<file path="src/hw/rtl/sclex_pkg.sv">
`default_nettype none
package sclex_pkg;

    localparam int CfgIndexWidth = 2;

    typedef enum logic [CfgIndexWidth-1:0] {
        REG_SPLIT_STRINGS = 2'd0,
        REG_DROP_COMMENTS = 2'd1
    } t_reg_index;

    typedef enum logic [2:0] {
        MODE_CODE  = 3'd0,
        MODE_LINE  = 3'd1,
        MODE_BLOCK = 3'd2,
        MODE_DQ    = 3'd3,
        MODE_SQ    = 3'd4
    } t_mode;

    typedef enum logic [1:0] {
        KIND_CODE    = 2'd0,
        KIND_COMMENT = 2'd1,
        KIND_STRING  = 2'd2
    } t_kind;

    localparam logic [7:0] CH_SLASH   = 8'h2f;
    localparam logic [7:0] CH_STAR    = 8'h2a;
    localparam logic [7:0] CH_NEWLINE = 8'h0a;
    localparam logic [7:0] CH_DQUOTE  = 8'h22;
    localparam logic [7:0] CH_SQUOTE  = 8'h27;

    typedef struct packed {
        t_mode mode;
        logic  star_seen;
        logic  new_chunk_pending;
        logic  opener_skip;
    } t_lex_state;

    localparam t_lex_state LEX_STATE_RESET = '{
        mode: MODE_CODE, star_seen: 1'b0, new_chunk_pending: 1'b1, opener_skip: 1'b0
    };

    typedef struct packed {
        logic [7:0] out_byte;
        t_kind      byte_kind;
        logic       chunk_start;
        logic       text_end;
    } t_result;

    typedef struct packed {
        t_lex_state st;
        logic       emit;
        t_result    res;
    } t_step;

    // Classify one byte with one byte of lookahead.
    function automatic t_step lex_classify(
        input t_lex_state s,
        input logic       split,
        input logic       drop,
        input logic [7:0] b,
        input logic       has_next,
        input logic [7:0] nx
    );
        t_step      r;
        t_kind      kind;
        logic       opening;
        logic       closing;
        logic       in_cs;
        logic [7:0] quote;
        r       = '0;
        r.st    = s;
        kind    = KIND_CODE;
        opening = 1'b0;
        closing = 1'b0;
        in_cs   = (s.mode != MODE_LINE) && (s.mode != MODE_BLOCK);
        quote   = (s.mode == MODE_DQ) ? CH_DQUOTE : CH_SQUOTE;
        if (s.opener_skip) begin
            r.st.opener_skip = 1'b0;
            r.st.star_seen   = 1'b0;
            kind             = KIND_COMMENT;
        end else if (in_cs && b == CH_SLASH && has_next && (nx == CH_SLASH || nx == CH_STAR)) begin
            r.st.mode        = (nx == CH_SLASH) ? MODE_LINE : MODE_BLOCK;
            r.st.opener_skip = 1'b1;
            r.st.star_seen   = 1'b0;
            kind             = KIND_COMMENT;
            opening          = 1'b1;
        end else begin
            case (s.mode) inside
                MODE_DQ, MODE_SQ: begin
                    kind = KIND_STRING;
                    if (b == quote) begin
                        r.st.mode = MODE_CODE;
                        closing   = 1'b1;
                    end
                end
                MODE_LINE: begin
                    kind = KIND_COMMENT;
                    if (b == CH_NEWLINE) begin
                        r.st.mode = MODE_CODE;
                        closing   = 1'b1;
                    end
                end
                MODE_BLOCK: begin
                    kind = KIND_COMMENT;
                    if (s.star_seen && b == CH_SLASH) begin
                        r.st.mode      = MODE_CODE;
                        r.st.star_seen = 1'b0;
                        closing        = 1'b1;
                    end else begin
                        r.st.star_seen = (b == CH_STAR);
                    end
                end
                default: begin
                    // unused mode codes behave as code
                    r.st.mode = MODE_CODE;
                    if (split && (b == CH_DQUOTE || b == CH_SQUOTE)) begin
                        r.st.mode = (b == CH_DQUOTE) ? MODE_DQ : MODE_SQ;
                        kind      = KIND_STRING;
                        opening   = 1'b1;
                    end
                end
            endcase
        end
        r.res.out_byte         = b;
        r.res.byte_kind        = kind;
        r.res.chunk_start      = s.new_chunk_pending || opening;
        r.res.text_end         = 1'b0;
        r.st.new_chunk_pending = closing;
        r.emit                 = !(kind == KIND_COMMENT && drop);
        return r;
    endfunction

endpackage
`default_nettype wire

</file>
<file path="src/hw/rtl/source_comment_string_lexer.sv">
// Channel   Direction  Handshake                 Payload
// input     in         i_valid / o_ready         i_text_byte, i_final_byte
// result    out        o_valid / i_ready         o_out_byte, o_byte_kind,
//                                                o_chunk_start, o_text_end
// config    in         i_cfg_valid / o_cfg_ready i_cfg_index, i_cfg_data
//
// One byte per cycle while o_ready is high; results of a taken request are registered.
// Each byte is classified when the following byte arrives, so output lags by one
// byte; the final byte flushes both, which can queue two results.
// A four-entry result queue decouples the sides; o_ready drops while fewer than
// two entries are free, so a stalled consumer stops input before the queue overflows.
// Synchronous active-low reset clears lexer state, queue and registers; no sweep.
`default_nettype none
module source_comment_string_lexer
    import sclex_pkg::*;
(
    input  wire                      i_clk,
    input  wire                      i_rst_n,
    input  wire                      i_valid,
    output logic                     o_ready,
    input  wire  [7:0]               i_text_byte,
    input  wire                      i_final_byte,
    output logic                     o_valid,
    input  wire                      i_ready,
    output logic [7:0]               o_out_byte,
    output logic [1:0]               o_byte_kind,
    output logic                     o_chunk_start,
    output logic                     o_text_end,
    input  wire                      i_cfg_valid,
    output logic                     o_cfg_ready,
    input  wire  [CfgIndexWidth-1:0] i_cfg_index,
    input  wire                      i_cfg_data
);

    logic       r_split;
    logic       r_drop;
    t_lex_state r_st;
    logic [7:0] r_held_byte;
    logic       r_held_valid;

    t_result    r_q [4];
    logic [1:0] r_wr_ptr;
    logic [1:0] r_rd_ptr;
    logic [2:0] r_count;

    t_step      step_held;
    t_step      step_fin;
    t_lex_state st_mid;
    logic       emit_held;
    logic       emit_fin;
    t_result    res_held;
    t_result    res_fin;
    logic       in_fire;
    logic       out_fire;
    logic [1:0] n_push;
    logic [1:0] wr_ptr_2nd;

    assign o_cfg_ready = 1'b1;
    assign o_ready     = (r_count <= 3'd2);
    assign in_fire     = i_valid && o_ready;
    assign o_valid     = (r_count != 3'd0);
    assign out_fire    = o_valid && i_ready;

    always_comb begin
        step_held = lex_classify(r_st, r_split, r_drop, r_held_byte, 1'b1, i_text_byte);
        st_mid    = r_held_valid ? step_held.st : r_st;
        emit_held = r_held_valid && step_held.emit;
        step_fin  = lex_classify(st_mid, r_split, r_drop, i_text_byte, 1'b0, 8'h00);
        emit_fin  = i_final_byte && step_fin.emit;
        res_held  = step_held.res;
        res_fin   = step_fin.res;
        // text_end goes on whichever result of the final request comes last
        if (i_final_byte) begin
            if (emit_fin) begin
                res_fin.text_end = 1'b1;
            end else begin
                res_held.text_end = 1'b1;
            end
        end
        n_push     = in_fire ? ({1'b0, emit_held} + {1'b0, emit_fin}) : 2'd0;
        wr_ptr_2nd = r_wr_ptr + {1'b0, emit_held};
    end

    always_ff @(posedge i_clk) begin
        if (!i_rst_n) begin
            r_split      <= 1'b0;
            r_drop       <= 1'b0;
            r_st         <= LEX_STATE_RESET;
            r_held_byte  <= 8'h00;
            r_held_valid <= 1'b0;
            r_wr_ptr     <= 2'd0;
            r_rd_ptr     <= 2'd0;
            r_count      <= 3'd0;
        end else begin
            if (i_cfg_valid && o_cfg_ready) begin
                unique case (i_cfg_index)
                    REG_SPLIT_STRINGS: r_split <= i_cfg_data;
                    REG_DROP_COMMENTS: r_drop  <= i_cfg_data;
                    default: ;
                endcase
            end
            if (in_fire) begin
                if (i_final_byte) begin
                    r_st         <= LEX_STATE_RESET;
                    r_held_byte  <= 8'h00;
                    r_held_valid <= 1'b0;
                end else begin
                    r_st         <= st_mid;
                    r_held_byte  <= i_text_byte;
                    r_held_valid <= 1'b1;
                end
            end
            r_wr_ptr <= r_wr_ptr + n_push;
            if (out_fire) begin
                r_rd_ptr <= r_rd_ptr + 2'd1;
            end
            r_count <= r_count + {1'b0, n_push} - {2'b00, out_fire};
        end
    end

    always_ff @(posedge i_clk) begin
        if (in_fire && emit_held) begin
            r_q[r_wr_ptr] <= res_held;
        end
        if (in_fire && emit_fin) begin
            r_q[wr_ptr_2nd] <= res_fin;
        end
    end

    assign o_out_byte    = r_q[r_rd_ptr].out_byte;
    assign o_byte_kind   = r_q[r_rd_ptr].byte_kind;
    assign o_chunk_start = r_q[r_rd_ptr].chunk_start;
    assign o_text_end    = r_q[r_rd_ptr].text_end;

endmodule
`default_nettype wire

</file>
<file path="config.mk">
export PLATFORM = sky130hd
export DESIGN_NAME = source_comment_string_lexer
export DESIGN_NICKNAME = d
export VERILOG_FILES = /design/src/hw/rtl/sclex_pkg.sv /design/src/hw/rtl/source_comment_string_lexer.sv
export SDC_FILE = /design/constraint.sdc
export NUM_CORES = 1
export LEC_CHECK = 0
export BUFFER_PORTS_ARGS = -buffer_cell sky130_fd_sc_hd__buf_2
export CAP_MARGIN = 20
export CORE_UTILIZATION = 55
export DETAILED_ROUTE_END_ITERATION = 12
export HOLD_SLACK_MARGIN = 0.08
export PLACE_DENSITY_LB_ADDON = 0.08
export SLEW_MARGIN = 30
export SYNTH_ARGS = -nofsm -noshare
export SYNTH_HDL_FRONTEND = slang
export SYNTH_SLANG_ARGS = --single-unit
</file>
<file path="constraint.sdc">
create_clock -name i_clk -period 3.75 [get_ports i_clk]
set_clock_uncertainty 0.05 [all_clocks]
set_input_delay 0.5625 -clock i_clk [delete_from_list [all_inputs] [get_ports i_clk]]
set_output_delay 0.5625 -clock i_clk [all_outputs]
set_load 0.02 [all_outputs]
</file>
== After elaboration in Yosys (flattened, before gate mapping) ==
Memories as Yosys holds them, arrays and structs flattened. A register that Yosys moved wholly into a read port is not among the register bits.
Index checks and enable logic that the tools add are counted.
Widths: inputs -> output; s select.
Cells by class
  eq/ne operators: 25
  multipliers: 0
  mux-type cells: 64
  divide/modulo/power cells: 0
  bitwise gates (word level): 0
  $add $sub $neg: 6
  magnitude comparators: 1
  shift operators: 0
  reductions and logical operators: 30
Operator list (count)
  $eq 8x6->1 const B: 8
  $mux 1: 35
  $mux 2: 15
  $mux 3: 10
  $logic_and 1x1->1: 14
  $eq 3x2->1 const B: 4
  $mux 6: 2
  $eq 8x4->1 const B: 1
  $eq 8x6->1: 1
  $mux 8: 1
  $ne 4x4->1 const B: 2
  $eq 2x1->1 const B: 3
  $eq 3x1->1 const B: 2
  $eq 3x3->1 const B: 2
  $logic_or 1x1->1: 5
  $reduce_and 5->1: 1
  $mux 4: 1
  $reduce_and 2->1: 2
  $reduce_bool 4->1: 1
  $reduce_or 2->1: 2
  $add 3x2->3: 1
  $le 3x2->1 const B: 1
  $ne 3x1->1 const B: 1
  $ne 3x2->1 const B: 1
  other kinds (9): 10
Storage, ports and cells
  bits in read-only memories: 0
  bits in registers: 24
  bits in writable memories: 48
  output and inout bits: 15
  memories kept: 1
  bits of input ports: 17
  latch bits: 0
Memories
  r_q: words 4, width 12, read ports 1, clocked after Yosys merged registers in 1, write ports 2, RTL line source_comment_string_lexer.sv:41  | t_result r_q [4];

== Depth between registers and ports, before layout ==
Gate-level depths: netlist of run 1.
  depth after elaboration: 23
  gate-level depth with buffers: 19
  depth with buffers taken out: 17

== Worst setup path after synthesis of run 1 ==
OpenSTA, ideal clock, no wires.
  path kind: register to register
  start: register r_held_byte[4]
  end: register r_count[2]
  clock period less this slack: 4.068 ns
  arrival: 3.903 ns
  setup slack: -0.318 ns
  required time: 3.585 ns
  setup time: 0.115 ns
  stages on the path, launching flop included: 19
  cell sequence: dfxtp_1 or4b_4 or4_4 o22ai_2 and3_1 nand2b_1 o211ai_2 buf_6 nor2b_1 ha_1 nand2_1 ha_1 inv_1 ha_1 inv_1 fa_1 xor2_1 xnor2_1 and2_1
Between the ends
  word-level cells in the longest chain between the ends: 23
  elaborated cells between the ends (all ways): 50
  those cells by class: 3 x add/sub; 11 x eq/ne; 24 x mux; 12 x reduce/logical
RTL lines
  start, declared: RTL line source_comment_string_lexer.sv:38  | logic [7:0] r_held_byte;
  start signal, assigned: RTL line source_comment_string_lexer.sv:109  | r_held_byte <= i_text_byte;
  $eq 8x6->1 (on tied branches): RTL line sclex_pkg.sv:116, sclex_pkg.sv:117
  $logic_or 1x1->1: RTL line sclex_pkg.sv:116  | if (split && (b == CH_DQUOTE || b == CH_SQUOTE)) begin
  $logic_and 1x1->1: RTL line sclex_pkg.sv:116
  $mux 3: RTL line sclex_pkg.sv:116
  $mux 3 (3 in series): RTL line sclex_pkg.sv:88  | case (s.mode) inside
  $mux 4: RTL line sclex_pkg.sv:81  | end else if (in_cs && b == CH_SLASH && has_next && (nx == CH_SLASH || nx == CH_STAR)) begin
  $mux 3: RTL line sclex_pkg.sv:77  | if (s.opener_skip) begin
  $mux 6: RTL line source_comment_string_lexer.sv:66  | st_mid = r_held_valid ? step_held.st : r_st;
  [... 5 more ...]
  $eq 2x1->1: RTL line sclex_pkg.sv:129  | r.emit = !(kind == KIND_COMMENT && drop);
  $logic_and 1x1->1: RTL line sclex_pkg.sv:129
  $logic_not 1->1: RTL line sclex_pkg.sv:129
  $logic_and 1x1->1: RTL line source_comment_string_lexer.sv:69  | emit_fin = i_final_byte && step_fin.emit;
  $add 1x1->2 (*): RTL line source_comment_string_lexer.sv:80  | n_push = in_fire ? ({1'b0, emit_held} + {1'b0, emit_fin}) : 2'd0;
  $mux 2 (*): RTL line source_comment_string_lexer.sv:80
  $add 3x2->3 (*): RTL line source_comment_string_lexer.sv:117  | r_count <= r_count + {1'b0, n_push} - {2'b00, out_fire};
  $sub 3x1->3 (*): RTL line source_comment_string_lexer.sv:117
  end signal, assigned: RTL line source_comment_string_lexer.sv:117
  end, declared: RTL line source_comment_string_lexer.sv:44  | logic [2:0] r_count;
Mark *: on every way between the ends. The rest lies on a longest branch, timed or not. The select of a mux whose other input is x is not followed.
A chain may end at the register's enable or synchronous reset.

== Worst setup path in the final report of run 1 ==
Ends and elaborated chain as after synthesis.

==> results.md, run 1 <==
* Tot Pwr at 2.54 mW
* CP startpoint kind: flop
* Worst r2r src: r_held_byte[4]
* Syn Nets at 389
* Final Util at 0.719
* I/O Pins at 32
* Worst Reg-to-Reg Cells at 18
* MaxCap Viol Count at 0
* FILL cells at 529
* Total grt overflow at 0
* Core area at 7690 sq um
* Worst R2R Setup Slack at -0.13 ns
* Post-Route WL at 11100 microns
* Worst-case clock buffer depth at 2
* Max_slew headroom at 0.428
* Req. time, crit path at 3.95 ns
* Slew Limit Fails at 0
* HPWL reported at the end of detailed placement at 7760 microns
* Die ar. at 8240 sq um
* Site row count at 32
* Total GRT Usage at 0.272
* Ys Warns at 0
* Arrival time worst endpoint at 4.08 ns
* Post-synth EDFFs at 48
* Netlist cell types at 68
* Failing checks: negative setup slack
* Post-route setup slack at -0.129 ns
* First-pass GRT wire length at 16900 microns
* Critical path, cell by cell: or4b_4, nor2_2, nand4_1, buf_4, a32oi_2, nand2b_1, o211ai_2, nor2b_1, ha_1, nand2_1, ha_1, inv_1, ha_2, inv_2, fa_2, xor2_1, xnor2_1, and2_1
* Mapped cell area at 4330 sq um
* Synth top area share at 0.333
* CP startpoint: r_held_byte[4]
* Synth area leaders: edfxtp_1 (33%), dfxtp_1 (12%), mux4_2 (6.2%)
* Worst skew pair latency at 0.35 ns
* Vias at 3354
* Min-delay worst type: input pin to flop
* Hold depth at 3
* Die Wd at 90.8 microns
* Cell mode on critical path: ha_1
* #FFs+latches synth at 74
* Worst-path fanout max at 4
* Slowest stage delay, CP at 0.59 ns
* Post-synth top area cell: edfxtp_1
* Worst path slowest cell: or4b_4
* CTS buffer count at 9
* Vias in the first global route at 3321
* Status: finished, violations left
* Number of antenna violations at the first check in global routing at 0
* Sequential share of the synthesized area at 0.453
* Pwr Density at 459 nW/um^2
* WP depth at 18
* Critical path class: flop to flop
* Number of remaining DRC errors at 0
* Hold-fix buffers, CTS at 0
* Peak Freq at 0.258 GHz
* CTS tree: built
* Mapped Cells at 365
* WL/cell at 19.2 microns
* Final period util at 1.03
* Critical path endpoint category: flop
* Clock Pin Slew Worst Setup and Hold Paths at 0.08 ns
* Delay-heaviest family, CP: simple AND/OR/NAND/NOR gates
* Setup Viol. Count Final at 1
* Final antenna-violating net count at 0
* Die Span Y at 90.8 microns
* RSZ-0062 raised after global routing: yes
* Clk root buf: clkbuf_8
* CTS HTree Levels at 3
* Worst setup path end: r_count[2]
* Largest net degree at the start of global routing at 26
* DRT iter0 DRCs at 151
* Area growth syn-to-layout at 27.5%
* Final hold vios at 0
* Share of cells above drive strength 1 at 0.444
* Vias per cell at 5.83
* Initial core utilization at 0.564
* Tmin final at 3.88 ns
* Nets@finish at 492
* CP bufs+invs at 3
* Top FF cell, synth: edfxtp_1
* CTS Sinks at 74
* VDD IR max at 380 uV
* Worst-Margin Slew at 0.857 ns
* First-pass iteration count of the detailed router at 4
* Port Buf Inserts at 30
* Post-synth ARST share at 0
* Syn avg cell area at 11.9 sq um
* Number of diodes at 0
* P_leak at 2.18 nW
* GPL Wtd Cong at 1.00
* Worst r2r dst: r_count[2]
## registers in the layout, indices dropped and copies added (netlist names), named ones only
name	cells
r_q	48
r_held_byte	8
r_st	6
r_count	3
r_rd_ptr	2
r_wr_ptr	2
r_drop	1
r_held_valid	1
r_split	1
## cell type report
cell class | count | area, sq um | share of cell area
clock inverter | 7 | 51.3 | 0.00928
timing repair buffer | 116 | 880 | 0.159
multi-input combinational | 258 | 2340 | 0.424
clock buffer | 9 | 124 | 0.0224
sequential | 74 | 1970 | 0.356
tap | 102 | 128 | 0.0231
inverter | 9 | 33.8 | 0.00611
## timing repair
item | in CTS | in global routing
endpoints found under the setup margin | 8 | 88
pin swaps | 10 | 14
cloned | 0 | 3
resized for setup | 8 | 38
buffers inserted | 1 | 4
## worst min-delay path by stage
stage | startpoint | end | slack, ns
3_5_place_dp | r_st[1] | r_st[1] | 0.50
2_1_floorplan | r_held_byte[4] | r_held_byte[4] | 0.44
6_report | i_cfg_data | r_split | 0.43
4_1_cts | i_cfg_data | r_split | 0.42
3_3_place_gp | r_st[1] | r_st[1] | 0.49
5_1_grt | i_cfg_data | r_drop | 0.43
## logic make-up (layout without fill, tap and decap cells)
kind of cell,after synthesis,after routing,synth area share
xor+xnor,11,11,0.0222
buf+inv,33,141,0.0372
simple gates,119,119,0.165
mux,56,56,0.186
compound gates,64,64,0.114
fa+ha+maj,7,7,0.0219
other cells,1,1,0.000865
flops,74,74,0.453
## cells in the final DEF (no fill, tap or decap), drive strengths merged, types with 2 or more instances in the layout
master,synthesis,layout
a21boi,9,9
a21o,8,8
a21oi,4,4
a22oi,4,4
a31oi,2,2
a32oi,2,2
and2,13,13
buf,8,116
clkbuf,16,9
clkinv,0,4
dfxtp,26,26
edfxtp,48,48
ha,6,6
inv,9,11
mux2,33,33
mux2i,11,11
mux4,12,12
nand2,28,28
nand2b,4,4
nand3b,11,11
nand4,3,3
nor2,15,15
nor2b,11,11
nor3,6,6
nor3b,2,2
nor4,2,2
nor4b,4,4
o211a,2,2
o21a,3,3
o21ai,10,10
o22a,4,4
o22ai,4,4
or2,3,3
or3,6,6
or4,4,4
or4b,2,2
xnor2,6,6
xor2,5,5
## metal layers
metal  vias to the layer above  GRT usage  wire length, microns  share of wire
li1                       1584          -                     -              -
met1                      1643      0.347                  4890           0.44
met2                       105      0.463                  5370           0.49
met3                        22     0.0480                   579          0.052
met4                         0     0.0968                   219          0.020
met5                         -          0                     0              0
## worst reg2reg max path, cell delays in order (launching register included)
cell      delay (ns)
dfxtp_2         0.34
or4b_4          0.59
nor2_2          0.21
nand4_1         0.26
buf_4           0.23
a32oi_2         0.20
nand2b_1        0.15
o211ai_2        0.08
nor2b_1         0.14
ha_1            0.24
nand2_1         0.08
ha_1            0.22
inv_1           0.06
ha_2            0.16
inv_2           0.03
fa_2            0.32
xor2_1          0.16
xnor2_1         0.12
and2_1          0.14
## synth_stat cells (all sizes together), types with 2 or more instances
cell,number
o22ai,4
mux4,12
nor4,2
nor3b,2
nor4b,4
buf,8
a21boi,9
or2,3
or3,6
edfxtp,48
nand2b,4
nand3b,11
o22a,4
a21oi,4
a21o,8
a31oi,2
xnor2,6
ha,6
xor2,5
o211a,2
nor2,15
dfxtp,26
a22oi,4
mux2,33
mux2i,11
and2,13
inv,9
nand4,3
o21ai,10
nor2b,11
clkbuf,16
or4b,2
o21a,3
nor3,6
a32oi,2
nand2,28
or4,4
## through the flow
| step | area, sq um | std cells | setup slack, ns | setup TNS, ns | hold slack [ns] |
|---|---|---|---|---|---|
| final | 5530 | 575 | -0.129 | -0.129 | 0.429 |
| after detailed placement | 5130 | 551 | -0.394 | -5.04 | 0.499 |
| after CTS | 5330 | 568 | -0.127 | -0.127 | 0.424 |
| after global placement | 5130 | 551 | -0.341 | -3.44 | 0.491 |
| after floorplan | 4340 | 365 | -0.282 | -1.40 | 0.439 |
| after global routing | 5530 | 575 | -0.329 | -0.461 | 0.429 |
## power by group
part / internal (mW) / total (mW) / leakage (nW) / switching (mW)
Clock: 0.244 / 0.572 / 0.0876 / 0.328
Sequential: 0.981 / 1.07 / 0.659 / 0.0909
Combinational: 0.449 / 0.891 / 1.43 / 0.443
No activity file was read; power rests on OpenSTA's default activity.
==> run 2, diff against run 1 <==
--- a/config.mk
+++ b/config.mk
@@ -7,7 +7,9 @@
 export LEC_CHECK = 0
 export BUFFER_PORTS_ARGS = -buffer_cell sky130_fd_sc_hd__buf_2
 export CAP_MARGIN = 20
-export CORE_UTILIZATION = 55
+export CELL_PAD_IN_SITES_DETAIL_PLACEMENT = 1
+export CELL_PAD_IN_SITES_GLOBAL_PLACEMENT = 2
+export CORE_UTILIZATION = 37
 export DETAILED_ROUTE_END_ITERATION = 12
 export HOLD_SLACK_MARGIN = 0.08
 export PLACE_DENSITY_LB_ADDON = 0.08
==> results.md, run 2 (synthesized netlist as in run 1, its figures left out) <==
* CTS buffer count at 9 (unchanged)
* Placed cells at 589 (+6.9%)
* Worst R2R Setup Slack at -0.17 ns (-0.05 ns)
* Worst-path fanout max at 4 (unchanged)
* Critical path class: flop to flop
* Port Buf Inserts at 30 (unchanged)
* Arrival time worst endpoint at 3.97 ns (-0.11 ns)
* Number of antenna violations at the first check in global routing at 0 (unchanged)
* Die Wd at 110 microns (+21%)
* Biggest regs: r_q (48), r_held_byte (8), r_st (6)
* Commonest non-fill, non-tap cells in the layout: buf_4 (73), edfxtp_1 (48), buf_2 (30)
* Total GRT Usage at 0.225 (-0.0471)
* DRT iter0 DRCs at 130 (-14%)
* Number of remaining DRC errors at 0 (unchanged)
* CTS tree: built
* Worst skew pair latency at 0.35 ns (about the same)
* Vias in the first global route at 3475 (+4.6%)
* Tot Pwr at 2.82 mW (+11%)
* WL/cell at 21.0 microns (+9.1%)
* Final antenna-violating net count at 0 (unchanged)
* Core area at 11400 sq um (+49%)
* Initial core utilization at 0.379 (-0.184)
* Status: finished, violations left
* Worst-Margin Slew at 0.687 ns (-0.170 ns)
* Hold depth at 3 (unchanged)
* VDD IR max at 347 uV (-8.8%)
* RSZ-0062 raised after global routing: yes
* Final hold vios at 0 (unchanged)
* Min-delay worst type: input pin to flop
* First-pass GRT wire length at 19500 microns (+15%)
* Worst-case clock buffer depth at 2 (unchanged)
* CTS Sinks at 74 (unchanged)
* Most common cell after layout, fill and taps aside: buf_4
* Area growth syn-to-layout at 34.1%
* Failing checks: negative setup slack
* MaxCap Viol Count at 0 (unchanged)
* Die ar. at 12100 sq um (+47%)
* Number of diodes at 0 (unchanged)
* Post-route setup slack at -0.175 ns (-0.0459 ns)
* Setup TNS Final at -2.57 ns (-2.44 ns)
* CTS HTree Levels at 3 (unchanged)
* CP startpoint kind: flop
* I/O Pins at 32 (unchanged)
* HPWL reported at the end of detailed placement at 9280 microns (+20%)
* Slew Limit Fails at 0 (unchanged)
* Critical path endpoint category: flop
* Setup Viol. Count Final at 37 (+36)
* Dpl ws at -0.429 ns (-0.0359 ns)
* Max_slew headroom at 0.537 (+0.109)
* Req. time, crit path at 3.80 ns (-0.15 ns)
* Pwr Density at 485 nW/um^2 (+5.8%)
* Vias per cell at 5.42 (-7.1%)
* Max reg flops at 48 (unchanged)
* Most flop-heavy register: r_q
* Die Span Y at 110 microns (+21%)
* Slowest stage delay, CP at 0.58 ns (about the same)
* Clk root buf: clkbuf_16
* Site row count at 39 (+22%)
* Placed cell area at 5180 sq um (+1.0%)
* CP bufs+invs at 3 (unchanged)
* Vias at 3361 (+0.21%)
* Worst Reg-to-Reg Cells at 13 (-5)
* Critical path, cell by cell: or4b_4, or4_4, buf_4, buf_6, o21a_1, nand2_2, a21boi_4, ha_2, xnor2_4, or3_4, nor2_4, clkbuf_16, mux2_4
* Clock Pin Slew Worst Setup and Hold Paths at 0.06 ns (-0.02 ns)
* Final period util at 1.05 (+0.0122)
* Final hold slack at 0.455 ns (+0.0255 ns)
* Non-Filler Instances at 620 (+7.8%)
* Tmin final at 3.92 ns (+0.0459 ns)
* First-pass iteration count of the detailed router at 4 (unchanged)
* Post-Route WL at 13000 microns (+18%)
* Final Util at 0.509 (-0.210)
* Worst path slowest cell: or4b_4
* Hold-fix buffers, CTS at 0 (unchanged)
* Nets@finish at 496 (+0.81%)
* Design Area, Final at 5810 sq um (+5.1%)
* Peak Freq at 0.255 GHz (-1.2%)
* WP depth at 13 (-5)
* Total grt overflow at 0 (unchanged)
* GPL Wtd Cong at 0.851 (-15%)
* Share of cells above drive strength 1 at 0.449 (+0.00466)
* Largest net degree at the start of global routing at 26 (unchanged)
* P_leak at 2.27 nW (+4.1%)
* Delay-heaviest family, CP: simple AND/OR/NAND/NOR gates
[run 2: cell count changes in the layout (fill, tap and decap cells not counted), moves of 2 or more]
cell and change:
clkinv_4 -2, nand2_2 +2, inv_6 -2, buf_12 +2
clkbuf_1 +3, clkbuf_8 -8, nor2_4 +2, nand2_1 -2
clkbuf_16 +11
[run 2: final cells by class]
type                    instances  area, sq um
fillers                      1218         5610
flip-flops and latches         74         1970
repair buffers                120          970
multi-input cells             258         2390
clock inverters                 3         17.5
clock buffers                  13          250
inverters                       9         33.8
well taps                     143          179
[run 2: worst paths after layout]
kind | end | from
min reg2reg | r_st[1] | r_st[1]
min | r_drop | i_cfg_data
max reg2reg | r_q[2][11] | r_held_byte[4]
max | r_q[2][11] | r_held_byte[4]
[run 2: repair_timing]
action,4_1_cts,5_1_grt
setup buffers,2,9
gates resized for setup,19,29
cloned,1,3
pin swaps,6,13
endpoints found under the setup margin,51,73
[run 2: power breakdown]
group	switching [mW]	internal, mW	leakage [nW]	total [mW]
logic	0.466	0.480	1.48	0.946
registers	0.100	0.984	0.658	1.08
clock network	0.327	0.464	0.130	0.791
total	0.893	1.93	2.27	2.82
[run 2: metal layers]
metal / up-vias / global-route usage / share of wire
li1: 1593 / - / -
met1: 1693 / 0.285 / 0.44
met5: - / 0 / 0
met4: 0 / 0.0893 / 0.025
met3: 20 / 0.0341 / 0.031
met2: 55 / 0.385 / 0.50
[run 2: worst register-to-register path, cell delays in order, from the launching register on]
cell and delay, ns:
dfxtp_2 0.34, or4b_4 0.58, or4_4 0.54, buf_4 0.16, buf_6 0.11, o21a_1 0.20
nand2_2 0.10, a21boi_4 0.07, ha_2 0.24, xnor2_4 0.15, or3_4 0.43, nor2_4 0.22
clkbuf_16 0.20, mux2_4 0.29
